<file path="config.mk">
export PLATFORM = sky130hd
export DESIGN_NAME = gpio_interrupt_detector_unit
export DESIGN_NICKNAME = d
export VERILOG_FILES = /design/src/design/gid_pkg.sv /design/src/design/gpio_interrupt_detector_unit.sv /design/src/design/gid_pin_cell.sv
export SDC_FILE = /design/constraint.sdc
export NUM_CORES = 1
export LEC_CHECK = 0
export ABC_AREA = 1
export BUFFER_PORTS_ARGS = -buffer_cell sky130_fd_sc_hd__buf_2
export CORE_MARGIN = 2
export CORE_UTILIZATION = 60
export DETAILED_ROUTE_END_ITERATION = 7
export PLACE_DENSITY = 0.81
export SLEW_MARGIN = 20
export SYNTH_ARGS = -nofsm -noshare
export SYNTH_HDL_FRONTEND = slang
export SYNTH_SLANG_ARGS = --single-unit
</file>
<file path="constraint.sdc">
create_clock -name clk_i -period 5.2 [get_ports clk_i]
set_input_delay 1.04 -clock clk_i [delete_from_list [all_inputs] [get_ports clk_i]]
set_output_delay 1.04 -clock clk_i [all_outputs]
set_load 0.01 [all_outputs]
</file>
<file path="src/design/gid_pkg.sv">
// Shared types and constants for the GPIO interrupt detector.
// No dependencies; imported by the pin cell and the top level.
`timescale 1ns / 1ps

package gid_pkg;

  // Field widths fixed by the register map
  localparam int unsigned KIND_W   = 3;
  localparam int unsigned PIDX_W   = 4;
  localparam int unsigned DATA_W   = 8;
  localparam int unsigned LEVEL_W  = 16;
  localparam int unsigned TARGET_W = 3;

  localparam logic [TARGET_W-1:0] APP_TARGET_RST = 3'd4;

  // Word kinds
  localparam logic [KIND_W-1:0] KIND_WR_CFG = 3'd0;
  localparam logic [KIND_W-1:0] KIND_WR_STS = 3'd1;
  localparam logic [KIND_W-1:0] KIND_RD_CFG = 3'd2;
  localparam logic [KIND_W-1:0] KIND_RD_STS = 3'd3;
  localparam logic [KIND_W-1:0] KIND_TICK   = 3'd4;

  // Config byte layout
  localparam int unsigned CFG_EN     = 0;
  localparam int unsigned CFG_POL    = 1;
  localparam int unsigned CFG_MODE_L = 2;
  localparam int unsigned CFG_MODE_H = 3;
  localparam int unsigned CFG_RAW    = 4;
  localparam int unsigned CFG_TGT_L  = 5;
  localparam int unsigned CFG_TGT_H  = 7;

  // Detect modes
  localparam logic [1:0] MODE_LEVEL   = 2'd0;
  localparam logic [1:0] MODE_RISING  = 2'd1;
  localparam logic [1:0] MODE_FALLING = 2'd2;
  localparam logic [1:0] MODE_BOTH    = 2'd3;

  // Per-pin command derived from the current word
  typedef struct packed {
    logic cfg_we;   // write config byte to this pin
    logic sts_clr;  // clear pending bit of this pin
    logic tick;     // sample tick, all pins
  } gid_cmd_t;

  // Per-pin status back to the top level
  typedef struct packed {
    logic [DATA_W-1:0] cfg;  // current config byte
    logic              pend; // current pending bit
    logic              irq;  // contribution to summary after this update
  } gid_cell_out_t;

endpackage

</file>
<file path="src/design/gpio_interrupt_detector_unit.sv">
// GPIO interrupt detector top level: input word register, NUM_PINS pin cells, result register.
// A word in the input word register moves on into the result register when that register is free.
// One word per cycle unless stalled; a stall holds the result, and in_ready_o drops while a word waits.
// Reset (async, active low): configs, pending bits and previous levels clear, app_target = 4.
// Depends on gid_pkg and gid_pin_cell.
`timescale 1ns / 1ps

module gpio_interrupt_detector_unit #(
  parameter int unsigned NUM_PINS = 16
) (
  input  logic                         clk_i,
  input  logic                         rst_ni,
  // request words
  input  logic                         in_valid_i,
  output logic                         in_ready_o,
  input  logic [gid_pkg::KIND_W-1:0]   kind_i,
  input  logic [gid_pkg::PIDX_W-1:0]   pin_index_i,
  input  logic [gid_pkg::DATA_W-1:0]   write_data_i,
  input  logic [gid_pkg::LEVEL_W-1:0]  pin_levels_i,
  // result words
  output logic                         out_valid_o,
  input  logic                         out_ready_i,
  output logic [gid_pkg::DATA_W-1:0]   read_data_o,
  output logic                         summary_irq_o,
  // app_target register write
  input  logic                         cfg_valid_i,
  output logic                         cfg_ready_o,
  input  logic [gid_pkg::TARGET_W-1:0] cfg_app_target_i
);
  import gid_pkg::*;

  // Input word register
  logic                in_vld_q;
  logic [KIND_W-1:0]   kind_q;
  logic [PIDX_W-1:0]   pidx_q;
  logic [DATA_W-1:0]   wdata_q;
  logic [LEVEL_W-1:0]  levels_q;

  // Result register
  logic                out_vld_q;
  logic [DATA_W-1:0]   rdata_q, rdata_d;
  logic                irq_q, irq_d;

  logic [TARGET_W-1:0] app_target_q;
  logic [LEVEL_W-1:0]  prev_lvl_q;

  logic                out_free, advance;
  logic                do_wcfg, do_wsts, do_rcfg, do_rsts, do_tick;
  logic [NUM_PINS-1:0] sel, irq_vec;
  gid_cell_out_t       cell_st [NUM_PINS];
  logic [DATA_W-1:0]   cfg_rd;
  logic                pend_rd;

  assign out_free   = ~out_vld_q | out_ready_i;
  assign advance    = in_vld_q & out_free;
  assign in_ready_o = ~in_vld_q | out_free;
  assign cfg_ready_o = 1'b1;

  always_ff @(posedge clk_i or negedge rst_ni) begin
    if (!rst_ni) begin
      in_vld_q <= 1'b0;
    end else if (in_ready_o) begin
      in_vld_q <= in_valid_i;
    end
  end

  always_ff @(posedge clk_i) begin
    if (in_valid_i && in_ready_o) begin
      kind_q   <= kind_i;
      pidx_q   <= pin_index_i;
      wdata_q  <= write_data_i;
      levels_q <= pin_levels_i;
    end
  end

  // Kind decode; write and tick kinds are gated by a word advancing this cycle
  always_comb begin
    do_wcfg = 1'b0;
    do_wsts = 1'b0;
    do_rcfg = 1'b0;
    do_rsts = 1'b0;
    do_tick = 1'b0;
    unique case (kind_q)
      KIND_WR_CFG: do_wcfg = advance;
      KIND_WR_STS: do_wsts = advance;
      KIND_RD_CFG: do_rcfg = 1'b1;
      KIND_RD_STS: do_rsts = 1'b1;
      KIND_TICK:   do_tick = advance;
      default: ;
    endcase
  end

  // Pin cells
  for (genvar g = 0; g < NUM_PINS; g++) begin : g_pin
    gid_cmd_t cmd;
    logic     lvl_prev, lvl_now;

    assign sel[g] = (32'(pidx_q) == g);

    if (g < LEVEL_W) begin : g_lvl
      assign lvl_prev = prev_lvl_q[g];
      assign lvl_now  = levels_q[g];
    end else begin : g_nolvl
      // no level input: always samples low
      assign lvl_prev = 1'b0;
      assign lvl_now  = 1'b0;
    end

    assign cmd.cfg_we  = do_wcfg & sel[g];
    assign cmd.sts_clr = do_wsts & sel[g] & ~wdata_q[0];
    assign cmd.tick    = do_tick;

    gid_pin_cell u_cell (
      .clk_i       (clk_i),
      .rst_ni      (rst_ni),
      .cmd_i       (cmd),
      .wdata_i     (wdata_q),
      .lvl_prev_i  (lvl_prev),
      .lvl_now_i   (lvl_now),
      .app_target_i(app_target_q),
      .status_o    (cell_st[g])
    );

    assign irq_vec[g] = cell_st[g].irq;
  end

  // Read mux: AND-OR over pins; an address beyond the pins reads zero
  always_comb begin
    cfg_rd  = '0;
    pend_rd = 1'b0;
    for (int i = 0; i < NUM_PINS; i++) begin
      cfg_rd  = cfg_rd | (cell_st[i].cfg & {DATA_W{sel[i]}});
      pend_rd = pend_rd | (cell_st[i].pend & sel[i]);
    end
  end

  always_comb begin
    rdata_d = '0;
    if (do_rcfg) begin
      rdata_d = cfg_rd;
    end else if (do_rsts) begin
      rdata_d = {{(DATA_W-1){1'b0}}, pend_rd};
    end
    irq_d = |irq_vec;
  end

  // Result register
  always_ff @(posedge clk_i or negedge rst_ni) begin
    if (!rst_ni) begin
      out_vld_q <= 1'b0;
    end else if (out_free) begin
      out_vld_q <= in_vld_q;
    end
  end

  always_ff @(posedge clk_i) begin
    if (advance) begin
      rdata_q <= rdata_d;
      irq_q   <= irq_d;
    end
  end

  // Previous levels and app_target
  always_ff @(posedge clk_i or negedge rst_ni) begin
    if (!rst_ni) begin
      prev_lvl_q   <= '0;
      app_target_q <= APP_TARGET_RST;
    end else begin
      if (do_tick) begin
        prev_lvl_q <= levels_q;
      end
      if (cfg_valid_i && cfg_ready_o) begin
        app_target_q <= cfg_app_target_i;
      end
    end
  end

  assign out_valid_o   = out_vld_q;
  assign read_data_o   = rdata_q;
  assign summary_irq_o = irq_q;

endmodule

</file>
<file path="src/design/gid_pin_cell.sv">
// One pin: config byte, sticky pending bit and edge/level detection.
// Depends on gid_pkg.
`timescale 1ns / 1ps

module gid_pin_cell (
  input  logic                       clk_i,
  input  logic                       rst_ni,
  input  gid_pkg::gid_cmd_t          cmd_i,
  input  logic [gid_pkg::DATA_W-1:0] wdata_i,
  input  logic                       lvl_prev_i,
  input  logic                       lvl_now_i,
  input  logic [gid_pkg::TARGET_W-1:0] app_target_i,
  output gid_pkg::gid_cell_out_t     status_o
);
  import gid_pkg::*;

  logic [DATA_W-1:0] cfg_q, cfg_d;
  logic              pend_q, pend_d;
  logic              flip, prev_v, now_v, det, armed;

  // Detection through the current polarity bit
  assign flip   = ~cfg_q[CFG_POL];
  assign prev_v = lvl_prev_i ^ flip;
  assign now_v  = lvl_now_i ^ flip;
  assign armed  = cfg_q[CFG_EN] | cfg_q[CFG_RAW];

  always_comb begin
    unique case (cfg_q[CFG_MODE_H:CFG_MODE_L])
      MODE_LEVEL:   det = now_v;
      MODE_RISING:  det = ~prev_v & now_v;
      MODE_FALLING: det = prev_v & ~now_v;
      MODE_BOTH:    det = prev_v ^ now_v;
      default:      det = 1'b0;
    endcase
  end

  // Next state
  always_comb begin
    cfg_d  = cmd_i.cfg_we ? wdata_i : cfg_q;
    pend_d = pend_q;
    if (cmd_i.sts_clr) begin
      pend_d = 1'b0;
    end else if (cmd_i.tick && armed && det) begin
      pend_d = 1'b1;
    end
  end

  always_ff @(posedge clk_i or negedge rst_ni) begin
    if (!rst_ni) begin
      cfg_q  <= '0;
      pend_q <= 1'b0;
    end else begin
      cfg_q  <= cfg_d;
      pend_q <= pend_d;
    end
  end

  // Summary contribution uses the post-update state
  assign status_o.cfg  = cfg_q;
  assign status_o.pend = pend_q;
  assign status_o.irq  = pend_d & cfg_d[CFG_EN] &
                         (cfg_d[CFG_TGT_H:CFG_TGT_L] == app_target_i);

endmodule

</file>
# Word level (Yosys, flattened, before mapping)
# Index checks and enable logic that the tools add are counted.
totals:
  word_cells: 556
  output_inout_bits: 12
  ff_bits: 205
op_classes:
  n_mux: 71
  reduce_logical: 52
  n_bitwise: 292
  n_eq_ne: 83
ops:
  columns: ["op", "count"]
  rows:
  - ["two-way mux 8 bit", 17]
  - ["bitwise AND 1 bit", 129]
  - ["bitwise AND 8 bit", 16]
  - ["bitwise OR 8 bit", 15]
  - ["equality test 2 bit (second input constant)", 32]
  - ["case mux 1 bit (4 select lines)", 16]
  - ["inverter 1 bit", 51]
  - ["equality test 3 bit", 16]
  - ["bitwise XOR 1 bit", 48]
  - ["two-way mux 1 bit", 38]
  - ["logical AND 1 bit", 33]
  - ["bitwise OR 1 bit", 33]
  - ["equality test 2 x 1 -> 1 bit (second input constant)", 16]
  - ["equality test 4 bit (second input constant)", 8]
  - ["logical NOT 2 bit", 16]
  - ["equality test 4 x 3 -> 1 bit (second input constant)", 4]
  - ["OR reduction 16 bit", 1]
  - ["equality test 4 x 2 -> 1 bit (second input constant)", 2]
  - ["equality test 3 x 2 -> 1 bit (second input constant)", 2]
  - ["equality test 4 x 1 -> 1 bit (second input constant)", 1]
  - ["logical NOT 4 bit", 1]
  - ["equality test 3 x 1 -> 1 bit (second input constant)", 1]
  - ["equality test 3 bit (second input constant)", 1]
  - ["logical NOT 3 bit", 1]

# Depth between registers and ports, before layout
# Gate-level depths: netlist of the first run.
depth:
  word_depth: 19
  mapped_depth: 18

# Hierarchy
# Synthesis of the first run repeated with hierarchy kept, for this count alone.
unflattened:
  hier_cells: 1656
  hier_area_um2: 11853.9
by_module_without_submodules:
  columns: ["mod", "area_per_inst_um2", "seq_area_each_um2", "instances", "cells_each"]
  rows:
  - ["gid_pin_cell", 515.5, 225.2, 16, 71]
  - ["gpio_interrupt_detector_unit", 3606.0, 1727.9, 1, 520]

# Worst setup path after synthesis of the first run
# OpenSTA, ideal clock, no wires.
synth_path:
  path_type: "input -> register"
  startpoint: "input out_ready_i"
  endpoint: "register irq_q (netlist: summary_irq_o) (data pin)"
  arrival_time_ps: 2635
  stages: 13
  path_slack_ps: 2435
  n_path_buf: 1
  path_cell_list: "inv_2 -> a21oi_1 -> nand2_1 -> clkbuf_1 -> nor2_1 -> nand2_1 -> a21oi_1 -> nand3_1 -> nor2_1 -> nor2_1 -> nand2_1 -> nor2_1 -> nand2_1"
synth_between:
  elab_chain_len: 10
  word_cells_on_any_way: 182
  classes_between: "eq/ne (16); mux (51); bitwise (82); reduce/logical (33)"
synth_lines:
  columns: ["element", "line_no", "source"]
  rows:
  - ["start: declaration", "gpio_interrupt_detector_unit.sv:22", "input logic out_ready_i,"]
  - ["bitwise OR 1 bit *", "gpio_interrupt_detector_unit.sv:54", "assign out_free = ~out_vld_q | out_ready_i;"]
  - ["bitwise AND 1 bit *", "gpio_interrupt_detector_unit.sv:55", "assign advance = in_vld_q & out_free;"]
  - ["via advance", "gpio_interrupt_detector_unit.sv:47", "logic out_free, advance;"]
  - ["two-way mux 1 bit", "gpio_interrupt_detector_unit.sv:83", "unique case (kind_q)"]
  - ["logical AND 1 bit (2 in a row)", "gid_pin_cell.sv:43", "end else if (cmd_i.tick && armed && det) begin"]
  - ["two-way mux 1 bit", "gid_pin_cell.sv:43", null]
  - ["two-way mux 1 bit *", "gid_pin_cell.sv:41", "if (cmd_i.sts_clr) begin"]
  - ["via g_pin[1].u_cell.pend_d", "gid_pin_cell.sv:18", "logic pend_q, pend_d;"]
  - ["bitwise AND 1 bit * (2 in a row)", "gid_pin_cell.sv:61", "assign status_o.irq = pend_d & cfg_d[CFG_EN] &"]
  - ["OR reduction 16 bit *", "gpio_interrupt_detector_unit.sv:144", "irq_d = |irq_vec;"]
  - ["via irq_d", "gpio_interrupt_detector_unit.sv:42", "logic irq_q, irq_d;"]
  - ["end signal: assignment", "gpio_interrupt_detector_unit.sv:159", "irq_q <= irq_d;"]
  - ["end: declaration", "gpio_interrupt_detector_unit.sv:42", null]
# The timed path passes the listed nets; every way through them passes the cells marked *.
# A chain may end at the register's enable or synchronous reset.

# Worst setup path after layout of the first run
layout_path:
  startpoint: "register wdata_q[0]"
  endpoint: "register irq_q (netlist: summary_irq_o) (data pin)"
layout_between:
  elab_chain_len: 6
  word_cells_on_any_way: 82
  classes_between: "mux (32); bitwise (49); reduce/logical (1)"
layout_lines:
  columns: ["element", "line_no", "source"]
  rows:
  - ["start: declaration", "gpio_interrupt_detector_unit.sv:36", "logic [DATA_W-1:0] wdata_q;"]
  - ["start signal: assignment", "gpio_interrupt_detector_unit.sv:71", "wdata_q <= write_data_i;"]
  - ["inverter 1 bit", "gpio_interrupt_detector_unit.sv:110", "assign cmd.sts_clr = do_wsts & sel[g] & ~wdata_q[0];"]
  - ["bitwise AND 1 bit", "gpio_interrupt_detector_unit.sv:110", null]
  - ["two-way mux 1 bit", "gid_pin_cell.sv:41", null]
  - ["bitwise AND 1 bit (2 in a row)", "gid_pin_cell.sv:61", null]
  - ["OR reduction 16 bit *", "gpio_interrupt_detector_unit.sv:144", null]
  - ["via irq_d", "gpio_interrupt_detector_unit.sv:42", null]
# Marked as above.

==> results.toml, run 1 <==
[run_status]
status = "finished clean"

[grt]
grt_first_pass_wirelength_mm = 53.0
groute.usage.overall = 0.341
antenna_found_initial = 1
first_global_vias = 10100
grt_overflow = 0
grt_max_degree = 90

[yosys]
synth_common_cells = "nand2_1, inv_1, dfrtp_1"
synth_top_family_by_area = "simple AND/OR/NAND/NOR gates"
syn_nets = 1585
synthXorXnorAreaFrac = 0.0123
synth_area_leaders = "dfrtp_1, nand2_1, edfxtp_1, nand3_1, inv_1"
synthDistinctLibCells = 40
synth_adder_area_share = 0.0350
synth_area_per_cell_um2 = 7.55
synth_edf_count = 40
synthCells = 1514
ys_seq_elements = 205
synth-simple-area-share = 0.283
synth_compound_area_frac = 0.112
yosysSeqAreaShare = 0.467
synth.most_common_cell = "nand2_1"
ys_warn_count = 0
yosysTopAreaCell = "dfrtp_1"
async_flop_share = 0.805
synthesis.area_mm2 = 0.0114
synthFlopType = "dfrtp_1"
synthMuxAreaShare = 0.000986
synth_top_area_frac = 0.359

[clock_tree]
cts_tree = "built"
postCtsSetupBuffers = 0
clock_sinks = 205
cts_root_buf = "clkbuf_16"
ctsHoldBuffers = 0
h-tree-depth = 1
cts-buffers-inserted = 23
clk_latency_ns = 0.52
path_clk_slew_ns = 0.06
post_cts_resized = 0
max-clock-path-buffers = 3

[setup_path]
critPathCaptureType = "flop"
r2r_setup_slack_ns = 2.01
cp.required_ns = 5.47
path_max_fanout = 11
start_kind = "flop"
cpPeakStageDelay_ns = 0.66
arrival_ns = 3.46
crit_top_cell = "nand2_1"
crit_slowest_cell = "edfxtp_1"
critPathKind = "reg -> reg"
reg2reg_depth = 12
crit_path_cell_trace = "inv_1 > nand2_1 > inv_1 > nand2_1 > nand2_1 > nor2_1 > nand3_1 > nand2_1 > inv_1 > nand2_1 > nor2_1 > nand2_1"
rr_startpoint = "wdata_q[0]$_DFFE_PP_"
rr_endpoint = "summary_irq_o$_DFFE_PP_"

[detailed_routing]
vias = 10600
avgViaCountPerCell = 5.93
wl_mm = 33.9
drt-pass1-iter-count = 7
drtAntennaViolNets = 0
drc = 0
first_iter_violations = 1439
wire_per_inst_um = 18.9

[placement]
place_congestion = 1.02
placed_area_mm2 = 0.0118
hpwl_mm = 23.6
io_buffer_count = 49
dp.cells = 1751

[timing]
rsz0062_at_grt = "no"
timing.final.crit_period_ns = 3.19
finalCritPeriodShare = 0.614
worstMarginPinSlew_ns = 0.944
hold_violations = 0
holdWs_ns = 0.494
fin_skew_ns = 0.0168
maxSlewViolCount = 0
fmax_mhz = 313
maxSlewHeadroom = 0.368
setup_violations = 0
setup_tns_ns = 0

[final_layout]
final_cells = 1793
fin_util = 0.669
areaGrowthSynthToFinish_pct = 9.45
drive_gt1_frac = 0.0796
fin_nets = 1613
design_area_mm2 = 0.0125

[power_and_ir_drop]
leakagePower_nw = 6.25
ir_drop_mv = 0.253
power_density_mw_per_mm2 = 342

[job]
drv_cap = 0

[floorplanning]
initial_core_util = 0.611
coreArea_mm2 = 0.0187
ios = 51
dieHeight_um = 142
fp-row-count = 50
dieWidth_um = 142
die_area_mm2 = 0.0202

[min_path]
holdPathStages = 2
hp-start = "g_pin[10].u_cell.cfg_q[5]$_DFF_PN0_"
holdPathEnd = "g_pin[10].u_cell.cfg_q[5]$_DFF_PN0_"
min_path_type = "reg -> reg"
metrics by stage:
step                      worst slack [ns]  power, W
after CTS                             2.19   0.00427
after global routing                  1.89   0.00448
final                                 2.01   0.00428
after floorplan                       2.43   0.00245
after detailed placement              1.75   0.00270
after global placement                1.79   0.00267
cells in the final DEF, fill, tap and decap left out, types with 2 or more instances in the layout:
cell / n
nand2_1: 484
inv_1: 183
dfrtp_1: 164
nand3_1: 153
nor2_1: 123
o21ai_0: 112
buf_2: 48
edfxtp_1: 40
ha_1: 32
a21oi_1: 29
clkbuf_16: 23
o22ai_1: 21
xor2_1: 16
o211ai_1: 14
o21ai_1: 13
a221oi_1: 13
buf_4: 13
clkinv_1: 7
inv_2: 7
nand2_2: 7
a41oi_1: 6
nor2_4: 6
clkinv_2: 6
o2111ai_1: 4
clkbuf_1: 4
clkbuf_8: 4
a22o_1: 3
a211oi_1: 3
o221ai_1: 3
nand3b_1: 2
nand3_2: 2
nor3_1: 2
cell families after synthesis:
group	count (synthesis)
adders and majority gates	32
buffers and inverters	254
DFF	205
muxes	1
other	1
xor gates and xnor gates	16
AOI/OAI and AO/OA	221
and+or+nand+nor	784
worst max-delay path: cells and delay by family, from the launching register on:
kind | cells | cell delay (ns)
AND/OR/NAND/NOR | 9 | 1.22
buffers and inverters | 3 | 1.06
flip-flops | 1 | 0.66
registers in the layout, indices dropped and copies added (netlist names):
register             cells
app_target_q             3
g_pin.u_cell.cfg_q     128
g_pin.u_cell.pend_q     16
in_vld_q                 1
kind_q                   3
levels_q                16
out_valid_o              1
pidx_q                   4
prev_lvl_q              16
read_data_o              8
summary_irq_o            1
wdata_q                  8
report_power, final:
part           internal, W  switching, W
registers          0.00181      0.000160
logic             0.000246      0.000478
clock network     0.000917      0.000663
layout make-up:
| type | instances | area, um2 |
|---|---|---|
| fill | 1575 | 6200 |
| sequential | 205 | 5330 |
| multi-input combinational | 1055 | 5080 |
| inverter | 195 | 732 |
| clock buffer | 31 | 646 |
| timing repair buffer | 62 | 349 |
| tap | 234 | 293 |
| clock inverter | 10 | 76.3 |
| antenna | 1 | 2.50 |
how the worst max path moves through the flow:
| stage | from | to | cells past startpoint |
|---|---|---|---|
| after floorplan | out_ready_i | summary_irq_o$_DFFE_PP_ | 13 |
| after global placement | out_ready_i | summary_irq_o$_DFFE_PP_ | 15 |
| after detailed placement | out_ready_i | summary_irq_o$_DFFE_PP_ | 18 |
| after CTS | pidx_q[3]$_DFFE_PP_ | summary_irq_o$_DFFE_PP_ | 14 |
| after global routing | pidx_q[3]$_DFFE_PP_ | summary_irq_o$_DFFE_PP_ | 13 |
| final | wdata_q[0]$_DFFE_PP_ | summary_irq_o$_DFFE_PP_ | 12 |
metal layers:
layer | up-vias | wire length (um) | part of all wire | global-route usage
met4 | 0 | 1700 | 0.050 | 0.165
li1 | 4954 | - | - | -
met1 | 4954 | 13100 | 0.39 | 0.436
met2 | 584 | 15800 | 0.47 | 0.554
met3 | 145 | 3360 | 0.099 | 0.0747
met5 | - | 0 | 0 | 0
(Power assumes the default switching activity.)
==> run 2: changes to the inputs <==
--- a/config.mk
+++ b/config.mk
@@ -5,7 +5,7 @@
 export SDC_FILE = /design/constraint.sdc
 export NUM_CORES = 1
 export LEC_CHECK = 0
-export ABC_AREA = 1
+export ABC_AREA = 0
 export BUFFER_PORTS_ARGS = -buffer_cell sky130_fd_sc_hd__buf_2
 export CORE_MARGIN = 2
 export CORE_UTILIZATION = 60
==> constraint.sdc (replaced) <==
create_clock -name clk_i -period 3.2 [get_ports clk_i]
set_input_delay 0.64 -clock clk_i [delete_from_list [all_inputs] [get_ports clk_i]]
set_output_delay 0.64 -clock clk_i [all_outputs]
set_load 0.01 [all_outputs]
==> run 2 against run 1 <==
Via count down 19%. Sequential power up 60%. Combinational power is 38% higher.
==> results.toml, run 2 <==
[yosys]
synth_edf_count = 40
yosysSeqAreaShare = 0.497
yosysTopAreaCell = "dfrtp_1"
synthFlopType = "dfrtp_1"
synthDistinctLibCells = 59
synthCells = 936
ys_warn_count = 0
synthesis.area_mm2 = 0.0107
ys_seq_elements = 205
synth_common_cells = "dfrtp_1, mux2_2, nand2_1"
async_flop_share = 0.805
synth_area_per_cell_um2 = 11.5
synth.most_common_cell = "dfrtp_1"
synth_area_leaders = "dfrtp_1, mux2_2, edfxtp_1, a22oi_1, ha_1"
syn_nets = 1007
synth_top_area_frac = 0.383

[setup_path]
arrival_ns = 3.44
path_max_fanout = 9
critPathKind = "reg -> reg"
start_kind = "flop"
cpPeakStageDelay_ns = 0.60
critPathCaptureType = "flop"
crit_slowest_cell = "edfxtp_1"
crit_top_cell = "nand4_1"
reg2reg_depth = 9
cp.required_ns = 3.45
crit_path_cell_trace = "buf_6 > nor4bb_2 > nand4_1 > buf_4 > mux2_2 > o2111a_1 > nand4_1 > nand4_1 > or4_1"

[power_and_ir_drop]
leakagePower_nw = 5.94
combPwrFrac = 0.147
clkPwrFrac = 0.388
power.internal_w = 0.00493
power_density_mw_per_mm2 = 541
p_sw_frac = 0.276
p_seq_frac = 0.465
power_switching_w = 0.00188
ir_drop_mv = 0.466

[final_layout]
drive_gt1_frac = 0.295
fin_util = 0.724
fillCellCount = 1186
largest_register_ffs = 128
regMostFlops = "g_pin.u_cell.cfg_q"
layout_commonest_cell = "dfrtp_1"
design_area_mm2 = 0.0126
areaGrowthSynthToFinish_pct = 17.3
n_antenna_cell = 0
final_cells = 1277
final_cell_mix = "dfrtp_1, mux2_2, buf_4"
fin_nets = 1106

[detailed_routing]
drc = 0
first_iter_violations = 961
avgViaCountPerCell = 6.71
drtAntennaViolNets = 0
vias = 8569
wire_per_inst_um = 24.9
drt-pass1-iter-count = 5
wl_mm = 31.9

[clock_tree]
cts-buffers-inserted = 23
max-clock-path-buffers = 3
cts_root_buf = "clkbuf_16"
ctsHoldBuffers = 0
h-tree-depth = 1
clk_latency_ns = 0.52
cts_tree = "built"
clock_sinks = 205
path_clk_slew_ns = 0.06

[floorplanning]
coreArea_mm2 = 0.0174
dieWidth_um = 138
dieHeight_um = 138
die_area_mm2 = 0.0190
initial_core_util = 0.618
fp-row-count = 48
ios = 51

[grt]
grt_max_degree = 65
antenna_found_initial = 0
grt_first_pass_wirelength_mm = 48.5
grt_overflow = 0
first_global_vias = 8397
groute.usage.overall = 0.346

[timing]
fin_skew_ns = 0.00887
maxSlewViolCount = 0
setup_violations = 0
maxSlewHeadroom = 0.366
holdWs_ns = 0.0186
fmax_mhz = 314
hold_violations = 0
worstMarginPinSlew_ns = 0.949
timing.final.crit_period_ns = 3.19
finalCritPeriodShare = 0.996

[job]
drv_cap = 0

[placement]
place_congestion = 0.998
dp.cells = 1219
hpwl_mm = 22.3
io_buffer_count = 49
placed_area_mm2 = 0.0116

[run_status]
status = "finished clean"

[min_path]
min_path_type = "in -> async"
[run 2: cell types whose count changed after synthesis, sizes merged, moves of 58 or more]
cell | before | now
a22oi | 0 | 58
inv | 190 | 45
mux2 | 1 | 122
nand2 | 492 | 65
nand3 | 155 | 14
nor2 | 130 | 28
o21ai | 125 | 34
[run 2: cell families (layout without fill, tap and decap cells)]
group | Yosys count | after routing | share of synthesized area
compound gates | 193 | 193 | 0.130
buf+inv | 97 | 213 | 0.0351
mux | 131 | 131 | 0.137
fa+ha+maj | 32 | 32 | 0.0374
simple gates | 222 | 222 | 0.119
flops | 205 | 205 | 0.497
xor+xnor | 55 | 55 | 0.0449
other cells | 1 | 1 | 0.000350
[run 2: power by group through the flow]
stage | Combinational (W) | Sequential [W] | Clock [W]
final | 0.00100 | 0.00316 | 0.00264
after global routing | 0.00112 | 0.00319 | 0.00276
after CTS | 0.000978 | 0.00315 | 0.00265
after detailed placement | 0.000965 | 0.00319 | 0
after global placement | 0.000922 | 0.00318 | 0
after floorplan | 0.000682 | 0.00309 | 0
[run 2: worst paths after layout]
kind,slack (ns),end,from
max,0.01,summary_irq_o$_DFFE_PP_,pidx_q[3]$_DFFE_PP_
min,0.02,prev_lvl_q[4]$_DFFE_PN0P_,rst_ni
max reg2reg,0.01,summary_irq_o$_DFFE_PP_,pidx_q[3]$_DFFE_PP_
min reg2reg,0.49,prev_lvl_q[13]$_DFFE_PN0P_,prev_lvl_q[13]$_DFFE_PN0P_
max in group asynchronous,2.36,g_pin[6].u_cell.cfg_q[3]$_DFFE_PN0P_,rst_ni
min in group clk_i,0.29,levels_q[12]$_DFFE_PP_,pin_levels_i[12]
[run 2: repair_timing]
| item | in CTS | in global routing |
|---|---|---|
| setup endpoints to repair | 0 | 1 |
| gates resized for setup | 0 | 12 |
| buffers inserted | 0 | 16 |
[run 2: per-stage QoR]
stage          power, W  setup WS (ns)  setup TNS, ns
2_1_floorplan   0.00377         0.0832              0
3_3_place_gp    0.00411         0.0240              0
3_5_place_dp    0.00416        -0.0248        -0.0248
4_1_cts         0.00678         0.0256              0
5_1_grt         0.00707        -0.0669        -0.0669
6_report        0.00681         0.0140              0
[run 2: area by class of cell]
type | count | area (um2) | share of cell area
Clock buffer | 36 | 694 | 0.0552
Inverter | 45 | 169 | 0.0134
Sequential cell | 205 | 5330 | 0.424
Clock inverter | 6 | 58.8 | 0.00468
Tap cell | 225 | 282 | 0.0224
Multi-Input combinational cell | 634 | 5140 | 0.409
Timing Repair Buffer | 126 | 896 | 0.0713
[run 2: critical path: cells and delay by family (launching register included)]
family / cells / cell delay, ns
mux: 1 / 0.30
flops: 1 / 0.60
buf+inv: 2 / 0.39
compound gates: 1 / 0.20
simple gates: 5 / 1.44
[run 2: routing by layer]
metal,up-vias,GRT usage,part of all wire
li1,3667,-,-
met1,4259,0.476,0.39
met2,542,0.535,0.46
met3,101,0.0706,0.10
met4,0,0.151,0.045
met5,-,0,0
